===== config.mk =====
export PLATFORM = sky130hd
export DESIGN_NAME = multi_datagram_frame_reassembler
export DESIGN_NICKNAME = d
export VERILOG_FILES = /design/src/hdl/mdfr_pkg.sv /design/src/hdl/mdfr_regs.sv /design/src/hdl/multi_datagram_frame_reassembler.sv
export SDC_FILE = /design/constraint.sdc
export NUM_CORES = 1
export LEC_CHECK = 0
export BUFFER_PORTS_ARGS = -buffer_cell sky130_fd_sc_hd__buf_2
export CORE_MARGIN = 2
export CORE_UTILIZATION = 33
export CTS_BUF_LIST = sky130_fd_sc_hd__clkbuf_2 sky130_fd_sc_hd__clkbuf_4 sky130_fd_sc_hd__clkbuf_8
export DETAILED_ROUTE_END_ITERATION = 16
export PLACE_DENSITY = 0.48
export SYNTH_ARGS = -nofsm -noshare
export SYNTH_HDL_FRONTEND = slang
export SYNTH_SLANG_ARGS = --single-unit

===== constraint.sdc =====
create_clock -name clk_i -period 8 [get_ports clk_i]
set_input_delay 0.8 -clock clk_i [delete_from_list [all_inputs] [get_ports clk_i]]
set_output_delay 0.8 -clock clk_i [all_outputs]
set_load 0.05 [all_outputs]

===== src/hdl/mdfr_pkg.sv =====
// Shared types and constants of the multi-datagram frame reassembler.
package mdfr_pkg;

  localparam int ADDR_W = 4;
  localparam int DATA_W = 32;

  localparam logic [1:0] REG_MAGIC      = 2'd0;
  localparam logic [1:0] REG_CHUNK      = 2'd1;
  localparam logic [1:0] REG_DGRAMS     = 2'd2;
  localparam logic [1:0] REG_LAST_CHUNK = 2'd3;

  localparam logic [7:0]  RST_MAGIC      = 8'h3E;
  localparam logic [15:0] RST_CHUNK      = 16'(62 * 1024);
  localparam logic [8:0]  RST_DGRAMS     = 9'd1;
  localparam logic [15:0] RST_LAST_CHUNK = 16'd0;

  typedef struct packed {
    logic [7:0]  magic_byte;
    logic [15:0] chunk_bytes;
    logic [8:0]  datagrams_per_frame;
    logic [15:0] last_chunk_bytes;
  } cfg_t;

endpackage


===== src/hdl/mdfr_regs.sv =====
// APB configuration registers of the frame reassembler.
module mdfr_regs (
  input  logic                       clk_i,
  input  logic                       rst_ni,
  input  logic                       psel,
  input  logic                       penable,
  input  logic                       pwrite,
  input  logic [mdfr_pkg::ADDR_W-1:0] paddr,
  input  logic [mdfr_pkg::DATA_W-1:0] pwdata,
  output logic [mdfr_pkg::DATA_W-1:0] prdata,
  output logic                       pready,
  output mdfr_pkg::cfg_t             cfg_o
);
  import mdfr_pkg::*;

  cfg_t       cfg_q;
  logic       wr_en;
  logic [1:0] reg_idx;

  assign pready  = 1'b1;
  assign reg_idx = paddr[3:2];
  assign wr_en   = psel && penable && pwrite;
  assign cfg_o   = cfg_q;

  always_ff @(posedge clk_i or negedge rst_ni) begin
    if (!rst_ni) begin
      cfg_q.magic_byte          <= RST_MAGIC;
      cfg_q.chunk_bytes         <= RST_CHUNK;
      cfg_q.datagrams_per_frame <= RST_DGRAMS;
      cfg_q.last_chunk_bytes    <= RST_LAST_CHUNK;
    end else if (wr_en) begin
      case (reg_idx)
        REG_MAGIC:      cfg_q.magic_byte          <= pwdata[7:0];
        REG_CHUNK:      cfg_q.chunk_bytes         <= pwdata[15:0];
        REG_DGRAMS:     cfg_q.datagrams_per_frame <= pwdata[8:0];
        REG_LAST_CHUNK: cfg_q.last_chunk_bytes    <= pwdata[15:0];
        default: begin
        end
      endcase
    end
  end

  always_comb begin
    case (reg_idx)
      REG_MAGIC:      prdata = DATA_W'(cfg_q.magic_byte);
      REG_CHUNK:      prdata = DATA_W'(cfg_q.chunk_bytes);
      REG_DGRAMS:     prdata = DATA_W'(cfg_q.datagrams_per_frame);
      REG_LAST_CHUNK: prdata = DATA_W'(cfg_q.last_chunk_bytes);
      default:        prdata = '0;
    endcase
  end

endmodule


===== src/hdl/multi_datagram_frame_reassembler.sv =====
// Top level of the multi-datagram frame reassembler.
// Usage:
//   Slave stream: one datagram byte per item in s_axis_tdata, s_axis_tuser marks
//   the first byte of a datagram, s_axis_tlast the last one.
//   Master stream: one item per payload byte or frame event. tdata carries the
//   byte and its frame offset, tuser the payload-valid and abort flags, tlast
//   marks the end of the final datagram of a frame (frame done).
//   APB port: magic byte, chunk length, datagrams per frame, last chunk length.
//   Write registers only while the stream is idle.
// Path: an item accepted into the input register gives its result in the output
//   register once that register is free. Throughput: one item per cycle while
//   no result waits on a stalled receiver; the header check, position count and
//   offset update for an item are combinational around a single 8x16 multiplier.
// Items that give no result (headers, stray or excess bytes) are consumed
//   without output.
// Reset clears both stages and puts the block in hunt mode with the register
//   defaults. When the receiver stalls, the result is held in the output
//   register and the input stage keeps taking items until it holds one that
//   has a result to deliver; then s_axis_tready drops.
module multi_datagram_frame_reassembler #(
  parameter int MAX_DATAGRAMS = 256,
  parameter int OFFSET_BITS   = 24
) (
  input  logic                        clk_i,
  input  logic                        rst_ni,
  // slave stream
  input  logic                        s_axis_tvalid,
  output logic                        s_axis_tready,
  input  logic [7:0]                  s_axis_tdata,  // [7:0] data_byte
  input  logic [0:0]                  s_axis_tuser,  // [0] dgram_first
  input  logic                        s_axis_tlast,  // dgram_last
  // master stream
  output logic                        m_axis_tvalid,
  input  logic                        m_axis_tready,
  output logic [31:0]                 m_axis_tdata,  // [7:0] payload_byte, [31:8] frame_offset
  output logic [1:0]                  m_axis_tuser,  // [0] payload_valid, [1] frame_abort
  output logic                        m_axis_tlast,  // frame_done
  // configuration
  input  logic                        psel,
  input  logic                        penable,
  input  logic                        pwrite,
  input  logic [mdfr_pkg::ADDR_W-1:0] paddr,
  input  logic [mdfr_pkg::DATA_W-1:0] pwdata,
  output logic [mdfr_pkg::DATA_W-1:0] prdata,
  output logic                        pready
);
  import mdfr_pkg::*;

  localparam logic       MODE_HUNT = 1'b0;
  localparam logic       MODE_SYNC = 1'b1;
  localparam logic [15:0] POS_SAT  = 16'hFFFF;
  localparam logic [8:0]  MAX_DG   = 9'(MAX_DATAGRAMS);

  cfg_t cfg;

  mdfr_regs u_regs (
    .clk_i   (clk_i),
    .rst_ni  (rst_ni),
    .psel    (psel),
    .penable (penable),
    .pwrite  (pwrite),
    .paddr   (paddr),
    .pwdata  (pwdata),
    .prdata  (prdata),
    .pready  (pready),
    .cfg_o   (cfg)
  );

  // input stage
  logic       in_valid_q;
  logic [7:0] in_byte_q;
  logic       in_first_q;
  logic       in_last_q;

  // output stage
  logic        out_valid_q;
  logic [31:0] out_data_q;
  logic [1:0]  out_user_q;
  logic        out_last_q;

  // frame state
  logic                   sync_q, sync_d;
  logic [7:0]             exp_q, exp_d;
  logic [15:0]            pos_q, pos_d;
  logic                   hg_q, hg_d;
  logic [OFFSET_BITS-1:0] off_q, off_d;
  logic                   rej_q, rej_d;

  logic [8:0]             n_cl;
  logic [7:0]             fin;
  logic                   rej_c, hg_c;
  logic [15:0]            pos_c, q, limit;
  logic [7:0]             want;
  logic [23:0]            prod;
  logic                   bad, pv, done, abrt, res_hit;
  logic [7:0]             ob;
  logic [OFFSET_BITS-1:0] offs;
  logic                   out_free, adv;

  always_comb begin
    n_cl = (cfg.datagrams_per_frame == 9'd0) ? 9'd1 : cfg.datagrams_per_frame;
    if (n_cl > MAX_DG) n_cl = MAX_DG;
    fin = 8'(n_cl - 9'd1);
  end

  always_comb begin
    rej_c  = !in_first_q && rej_q;
    pos_c  = in_first_q ? 16'd0 : pos_q;
    hg_c   = !in_first_q && hg_q;
    sync_d = sync_q;
    exp_d  = exp_q;
    pos_d  = pos_c;
    hg_d   = hg_c;
    off_d  = off_q;
    rej_d  = rej_c;
    bad    = 1'b0;
    pv     = 1'b0;
    done   = 1'b0;
    abrt   = 1'b0;
    ob     = 8'd0;
    offs   = '0;
    q      = pos_c - 16'd2;
    limit  = (exp_q == fin) ? cfg.last_chunk_bytes : cfg.chunk_bytes;
    want   = (sync_q == MODE_SYNC) ? exp_q : 8'd0;
    prod   = 24'(want) * 24'(cfg.chunk_bytes);
    if (!rej_c) begin
      if (pos_c != POS_SAT) pos_d = pos_c + 16'd1;
      if (pos_c == 16'd0) begin
        if (in_byte_q == cfg.magic_byte) hg_d = 1'b1;
        else bad = 1'b1;
        if (in_last_q) bad = 1'b1;
      end else if (pos_c == 16'd1) begin
        if (hg_c && in_byte_q == want) begin
          if (sync_q != MODE_SYNC) begin
            sync_d = MODE_SYNC;
            exp_d  = 8'd0;
          end
          off_d = OFFSET_BITS'(prod);
        end else begin
          bad = 1'b1;
        end
      end else if (pos_c != POS_SAT && q < limit) begin
        pv   = 1'b1;
        ob   = in_byte_q;
        offs = off_q + OFFSET_BITS'(q);
      end
      if (bad) begin
        abrt   = (sync_q == MODE_SYNC);
        sync_d = MODE_HUNT;
        exp_d  = 8'd0;
        hg_d   = 1'b0;
        rej_d  = 1'b1;
      end else if (in_last_q) begin
        if (exp_d == fin) begin
          done  = 1'b1;
          exp_d = 8'd0;
        end else begin
          exp_d = exp_d + 8'd1;
        end
        rej_d = 1'b1;
      end
    end
    res_hit = pv || done || abrt;
  end

  assign out_free      = !out_valid_q || m_axis_tready;
  assign adv           = in_valid_q && (!res_hit || out_free);
  assign s_axis_tready = !in_valid_q || adv;

  always_ff @(posedge clk_i or negedge rst_ni) begin
    if (!rst_ni) begin
      in_valid_q <= 1'b0;
      in_first_q <= 1'b0;
      in_last_q  <= 1'b0;
    end else if (s_axis_tready) begin
      in_valid_q <= s_axis_tvalid;
      in_first_q <= s_axis_tuser[0];
      in_last_q  <= s_axis_tlast;
    end
  end

  always_ff @(posedge clk_i) begin
    if (s_axis_tready) in_byte_q <= s_axis_tdata;
  end

  always_ff @(posedge clk_i or negedge rst_ni) begin
    if (!rst_ni) begin
      sync_q <= MODE_HUNT;
      exp_q  <= 8'd0;
      pos_q  <= 16'd0;
      hg_q   <= 1'b0;
      off_q  <= '0;
      rej_q  <= 1'b0;
    end else if (adv) begin
      sync_q <= sync_d;
      exp_q  <= exp_d;
      pos_q  <= pos_d;
      hg_q   <= hg_d;
      off_q  <= off_d;
      rej_q  <= rej_d;
    end
  end

  always_ff @(posedge clk_i or negedge rst_ni) begin
    if (!rst_ni) begin
      out_valid_q <= 1'b0;
    end else if (out_free) begin
      out_valid_q <= adv && res_hit;
    end
  end

  always_ff @(posedge clk_i) begin
    if (out_free && adv && res_hit) begin
      out_data_q <= {24'(offs), ob};
      out_user_q <= {abrt, pv};
      out_last_q <= done;
    end
  end

  assign m_axis_tvalid = out_valid_q;
  assign m_axis_tdata  = out_data_q;
  assign m_axis_tuser  = out_user_q;
  assign m_axis_tlast  = out_last_q;

endmodule


### After elaboration in Yosys (flattened, before gate mapping)

Index checks and enable logic that the tools add are counted.

| storage, ports and cells | value |
|---|---|
| register bits | 147 |
| bits of input ports | 53 |
| word-level logic and storage cells | 113 |

| operators by class | value |
|---|---|
| add/subtract/negate cells | 5 |
| $mul | 1 |
| order comparisons | 2 |
| eq/ne operators | 10 |
| mux-type cells | 42 |
| bitwise logic cells | 3 |
| reductions and logical operators | 32 |

Operators by type and width:

| operator | count |
|---|---|
| $pmux 32 s4 | 1 |
| $mux 8 | 9 |
| $mux 16 | 4 |
| $eq 8x8->1 | 4 |
| $mux 1 | 27 |
| $add 24x16->24 | 1 |
| $mul 8x16->24 | 1 |
| $add 16x1->16 const B | 1 |
| $eq 16x1->1 const B | 1 |
| $logic_not 16->1 | 1 |
| $lt 16x16->1 | 1 |
| $ne 16x16->1 const B | 1 |
| $sub 16x2->16 const B | 1 |
| $logic_and 1x1->1 | 10 |
| $reduce_and 2->1 | 5 |
| $reduce_and 5->1 | 2 |
| $gt 9x9->1 const B | 1 |
| $logic_not 9->1 | 1 |
| $mux 9 | 1 |
| $add 8x1->8 const B | 1 |
| $sub 8x1->8 const B | 1 |
| $logic_or 1x1->1 | 5 |
| $eq 2x2->1 const B | 2 |
| $logic_not 1->1 | 4 |
| 6 further kinds | 9 |

### Depth between registers and ports, before layout

| depth | value |
|---|---|
| depth in word-level cells | 20 |
| depth in mapped cells | 25 |
| gate-level depth less buffers | 21 |

### Hierarchy

From an unflattened synthesis, not the netlist that was laid out.

| unflattened totals | value |
|---|---|
| cells, all modules | 1,324 |
| area total of the unflattened synthesis | 13,046.3 um^2 |

By module, submodules not included:

| module | instances | cells each | area an instance (um^2) | seq. area each (um^2) |
|---|---|---|---|---|
| multi_datagram_frame_reassembler | 1 | 1,169 | 10,669.0 | 2,667.6 |
| mdfr_regs | 1 | 155 | 2,377.3 | 1,239.9 |

### Worst setup path after synthesis

No wires, ideal clock.

| timing | value |
|---|---|
| path type | flip-flop to flip-flop |
| start | register u_regs.cfg_q (netlist bit u_regs.cfg_o[24]) |
| end | register out_data_q[0] (netlist: m_axis_tdata[0]), enable pin |
| setup time | 427 ps |
| data arrival time | 6,486 ps |
| setup slack | 1,087 ps |
| stages on the path, launching flop included | 26 |
| path through | dfrtp_1 > clkbuf_1 > inv_1 > a22oi_1 > ha_1 > nor4bb_1 > o21ai_0 > a21o_1 > a2111oi_4 > nand3_1 > clkbuf_1 > mux2i_1 > ha_1 > a21oi_1 > nor2b_1 > o21ai_0 > a211oi_1 > a2111oi_0 > o31ai_4 > inv_2 > or2_1 > o21bai_1 > buf_4 > nand2_1 > buf_2 > nor2_1 |

| on the way | value |
|---|---|
| cells in the longest elaborated chain, start to end | 20 |

RTL lines:

| what | line | RTL |
|---|---|---|
| start: declaration | mdfr_regs.sv:16 | `cfg_t cfg_q;` |
| $logic_not 9->1 | multi_datagram_frame_reassembler.sv:101 | `n_cl = (cfg.datagrams_per_frame == 9'd0) ? 9'd1 : cfg.datagrams_per_frame;` |
| $mux 9 * | multi_datagram_frame_reassembler.sv:101 |  |
| $gt 9x9->1 | multi_datagram_frame_reassembler.sv:102 | `if (n_cl > MAX_DG) n_cl = MAX_DG;` |
| $mux 8 * | multi_datagram_frame_reassembler.sv:102 |  |
| $sub 8x1->8 * | multi_datagram_frame_reassembler.sv:103 | `fin = 8'(n_cl - 9'd1);` |
| $eq 8x8->1 | multi_datagram_frame_reassembler.sv:123 | `limit = (exp_q == fin) ? cfg.last_chunk_bytes : cfg.chunk_bytes;` |
| $mux 16 | multi_datagram_frame_reassembler.sv:123 |  |
| $lt 16x16->1 | multi_datagram_frame_reassembler.sv:142 | `end else if (pos_c != POS_SAT && q < limit) begin` |
| [3 not listed] | -- |  |
| $mux 1 | multi_datagram_frame_reassembler.sv:128 | `if (pos_c == 16'd0) begin` |
| $mux 1 | multi_datagram_frame_reassembler.sv:126 | `if (!rej_c) begin` |
| $logic_or 1x1->1 * (2 in series) | multi_datagram_frame_reassembler.sv:163 | `res_hit = pv \|\| done \|\| abrt;` |
| $logic_not 1->1 | multi_datagram_frame_reassembler.sv:167 | `assign adv = in_valid_q && (!res_hit \|\| out_free);` |
| $logic_or 1x1->1 | multi_datagram_frame_reassembler.sv:167 |  |
| $logic_and 1x1->1 | multi_datagram_frame_reassembler.sv:167 |  |
| $logic_and 1x1->1 | multi_datagram_frame_reassembler.sv:213 | `if (out_free && adv && res_hit) begin` |
| $logic_and 1x1->1 * | multi_datagram_frame_reassembler.sv:213 |  |
| end signal: assignment | multi_datagram_frame_reassembler.sv:214 | `out_data_q <= {24'(offs), ob};` |
| end: declaration | multi_datagram_frame_reassembler.sv:77 | `logic [31:0] out_data_q;` |

Mark *: on every way between the ends. The rest lies on a longest branch, timed or not.
A chain may end at the register's enable or synchronous reset.

### Worst setup path in the final report

| timing | value |
|---|---|
| start | register u_regs.cfg_q (netlist bit u_regs.cfg_o[24]) |
| end | output port s_axis_tready |

| on the way | value |
|---|---|
| cells in the longest elaborated chain, start to end | 19 |

RTL lines:

| what | line | RTL |
|---|---|---|
| $logic_not 9->1 | multi_datagram_frame_reassembler.sv:101 |  |
| $mux 9 * | multi_datagram_frame_reassembler.sv:101 |  |
| $gt 9x9->1 | multi_datagram_frame_reassembler.sv:102 |  |
| $mux 8 * | multi_datagram_frame_reassembler.sv:102 |  |
| $sub 8x1->8 * | multi_datagram_frame_reassembler.sv:103 |  |
| $eq 8x8->1 | multi_datagram_frame_reassembler.sv:123 |  |
| $mux 16 | multi_datagram_frame_reassembler.sv:123 |  |
| $lt 16x16->1 | multi_datagram_frame_reassembler.sv:142 |  |
| [2 not listed] | -- |  |
| $mux 1 | multi_datagram_frame_reassembler.sv:132 | `end else if (pos_c == 16'd1) begin` |
| $mux 1 | multi_datagram_frame_reassembler.sv:128 |  |
| $mux 1 | multi_datagram_frame_reassembler.sv:126 |  |
| $logic_or 1x1->1 * (2 in series) | multi_datagram_frame_reassembler.sv:163 |  |
| $logic_not 1->1 * | multi_datagram_frame_reassembler.sv:167 |  |
| $logic_or 1x1->1 * | multi_datagram_frame_reassembler.sv:167 |  |
| $logic_and 1x1->1 * | multi_datagram_frame_reassembler.sv:167 |  |
| $logic_or 1x1->1 * | multi_datagram_frame_reassembler.sv:168 | `assign s_axis_tready = !in_valid_q \|\| adv;` |
| end: declaration | multi_datagram_frame_reassembler.sv:28 | `output logic s_axis_tready,` |

Marks and branches as above.

==> run summary <==
- finished clean — outcome
- 0 — number of nets with antenna violations after detailed routing
- a21o_1 — most numerous cell on the critical path
- 5.21 — Vias/cell
- 0 — Slew Viols, Final
- no — setup repair after global routing missed its margin
- 4 — H-tree level count
- input pin to async pin — HP Class
- output port — critical path capture point type
- 0.0131 sq mm — Cell Area, Synth
- met2 — layer carrying the most global-route usage
- 0 — quantity of gates resized following cts
- dfrtp_1 — Post-synth top flop
- 43 — count of flip-flops with a built-in enable after synthesis
- 0.707 — proportion of register bits with asynchronous set or reset after synthesis
- 1.07 ns — Post-Place Setup Slack
- 1876 — Cell Count Post-Placement
- 0 — final hold viol count
- 0.57 ns — delay of the slowest critical-path stage
- 17 — number of buffers created by CTS
- 0 — Yosys warning count
- 80 — number of distinct library cell variants in the gate-level netlist after synthesis
- 0.0388 sq mm — area of the core
- nand2_1 — library cell with the highest instance count after synthesis
- 0.0302 — met3 layer usage reported by global route
- 0.136 GHz — Peak Freq
- 24 — logic depth of the worst register-to-register path
- 23 — crit-path max FO
- 0.258 — met1 GRT Util
- 9953 — via count of the routed design
- 18.8 microns — Routed WL per cell
- 0.178 — area fraction of the dominant cell type after synthesis
- 9893 — vias in the first global route
- 0.336 — initial core utilization
- 571 — count of routing violations after the opening detailed-route iteration
- 1909 — non-filler instance count after layout
- 0.167 — fraction of final layout cells with drive strength greater than 1
- clkbuf_8 — cell chosen for the clock root
- 3899 — # fillers
- 9.60% — Layout area overhead
- 0.0139 sq mm — total placed instance area
- nand2_1, inv_1, dfrtp_1, fa_1, ha_1 — synth cell count leaders
- 6.54 ns — arrival time of data at the critical path endpoint
- 0.09 ns — clock-pin transition on the worst setup and hold timing paths
- 0.408 ns — Hold Worst Slack
- dfrtp_1 — Yosys top cell by area
- 0.50 ns — clock network latency to the later pin of the worst-skew pair
- 1597 — fin nets
- 0.269 — max-slew headroom at the worst pin
- 1.09 ns — slew at the pin with the worst max-slew slack
- inv_1 > a22oi_1 > ha_1 > nor4bb_1 > o21ai_0 > a21o_1 > a2111oi_4 > nand3_1 > buf_4 > mux2i_1 > ha_1 > a21o_1 > a21o_1 > a21oi_1 > o21ai_0 > a2111oi_1 > o31ai_4 > buf_4 > inv_2 > or2_1 > o21bai_2 > or2_2 > buf_2 — ordered list of cells on the worst path
- 0 — number of remaining DRC errors
- register — sort of element at the start of the critical path
- 7.34 ns — final worst path period need
- 0.917 — post-route fraction of the period consumed by the critical path
- register to output port — Critical Setup Path Class
- 147 — Synth Register Bits
- 0.823 — global placement routability congestion
- 1336 — cells after synthesis
- 0 ns — Setup TNS
- 7.20 ns — required time worst endpoint
- 0 — number of setup buffers added after CTS
- 0.0143 sq mm — final instance area
- 87 — Buffers on Ports
- 0 — hold_buf cts
- 0.368 — fin util
- 0 — final number of setup-violating endpoints
- 0 — max-capacitance violation count
- 183 mW/mm^2 — PwrDens
- 0 — initial antenna violation count
- dfrtp_1 — cell at the slowest stage of the critical path
- 0.664 ns — fin worst setup slack
- 56800 microns — global-route wire length before repair
- 2 — Clock Path Buffers
- 4 — number of optimization iterations in the first detailed-route pass
- 0 — grt total ovfl
- 123 — boundary pin count
- dfrtp_1, fa_1, edfxtp_1 — top post-synthesis cells by area
- 9.77 sq um — post-synthesis area per instance
- 6.96 nW — Leak
- 0.299 — share of synthesized area occupied by flip-flops and latches
- 0.000138 V — VDD IR-drop max
- 2.62 mW — overall power of the completed layout
- done — TritonCTS clock tree
- 56 — maximum number of pins on one net before global-route repair
- 203 microns — die extent in y
- 0.0412 sq mm — area of the die
- 147 — total clock sinks
- 72 — Cell Rows
- 203 microns — Chip Width
- 26700 microns — hpwl dp
- 0.273 — global routing met2 resource utilization
- 35800 microns — wirelength, routed
- 0.0230 ns — Clock Skews
- 0.178 — total routing usage reported by global routing
logic make-up after synthesis:
kind of cell,synth area share
adder cells (fa/ha/maj),0.209
multiplexers,0.0952
flip-flops,0.299
AO/OA/AOI/OAI,0.108
XOR/XNOR,0.0396
other,0.000575
buffers and inverters,0.0657
AND/OR/NAND/NOR,0.182
final cells by class:
cell class	count	area, sq um	share of cell area
diodes	1	2.50	0.000175
clock buffers	20	269	0.0188
repair buffers	103	558	0.0390
inverters	108	405	0.0283
well taps	518	648	0.0453
multi-input cells	1000	8370	0.585
clock inverters	12	143	0.00997
flip-flops and latches	147	3910	0.273
worst max-delay path, delay by kind of cell (launching register included):
kind | cells | cell delay [ns]
AOI/OAI and AO/OA | 11 | 2.53
and+or+nand+nor | 4 | 1.02
buffers and inverters | 5 | 1.13
adders and majority gates | 2 | 0.66
DFF | 1 | 0.57
muxes | 1 | 0.15
power by group:
part	switching (mW)	leakage (nW)	internal, mW
Combinational	0.576	5.04	0.358
Clock	0.322	0.215	0.304
Sequential	0.185	1.70	0.877
Total	1.08	6.96	1.54
layout by cell type (no fill, tap or decap), types with 13 or more instances in the layout:
master,n
a21o_1,15
nor2b_1,28
conb_1,17
o21ai_0,33
xor2_1,29
nor3_1,23
xnor2_1,30
o2bb2ai_1,18
nor4_1,13
and2_1,21
and3_1,72
nand2_1,107
a21oi_1,34
inv_1,105
mux2_2,55
fa_1,85
clkbuf_8,19
nand3_1,40
mux2i_1,30
a31oi_1,18
buf_4,17
dfrtp_1,92
buf_2,86
nor2_1,78
edfxtp_1,43
ha_1,82
nand2b_1,16
state kept, by name, indices dropped and copies added, names as in the netlist, 2 cells and up:
name	flops
exp_q	8
in_byte_q	8
m_axis_tdata	32
m_axis_tuser	2
off_q	24
pos_q	16
u_regs.cfg_o	49
path summary, 6_finish.rpt:
kind | startpoint | endpoint | slack, ns
setup / recovery | u_regs.cfg_o[24]$_DFFE_PN0P_ | s_axis_tready | 0.66
hold / removal | rst_ni | off_q[2]$_DFFE_PN0P_ | 0.41
setup reg to reg | u_regs.cfg_o[24]$_DFFE_PN0P_ | m_axis_tdata[29]$_SDFFCE_PP0P_ | 1.11
hold reg to reg | hg_q$_DFFE_PN0N_ | hg_q$_DFFE_PN0N_ | 0.51
max in group asynchronous | rst_ni | sync_q$_DFFE_PN0P_ | 6.38
min in group clk_i | s_axis_tdata[0] | in_byte_q[0]$_DFFE_PP_ | 0.49
metal layers:
metal,share of wire,wire (microns)
met4,0.017,595
met5,0,0
met2,0.45,16100
met1,0.50,17900
met3,0.035,1240
Power figures use the tool's default switching activity.
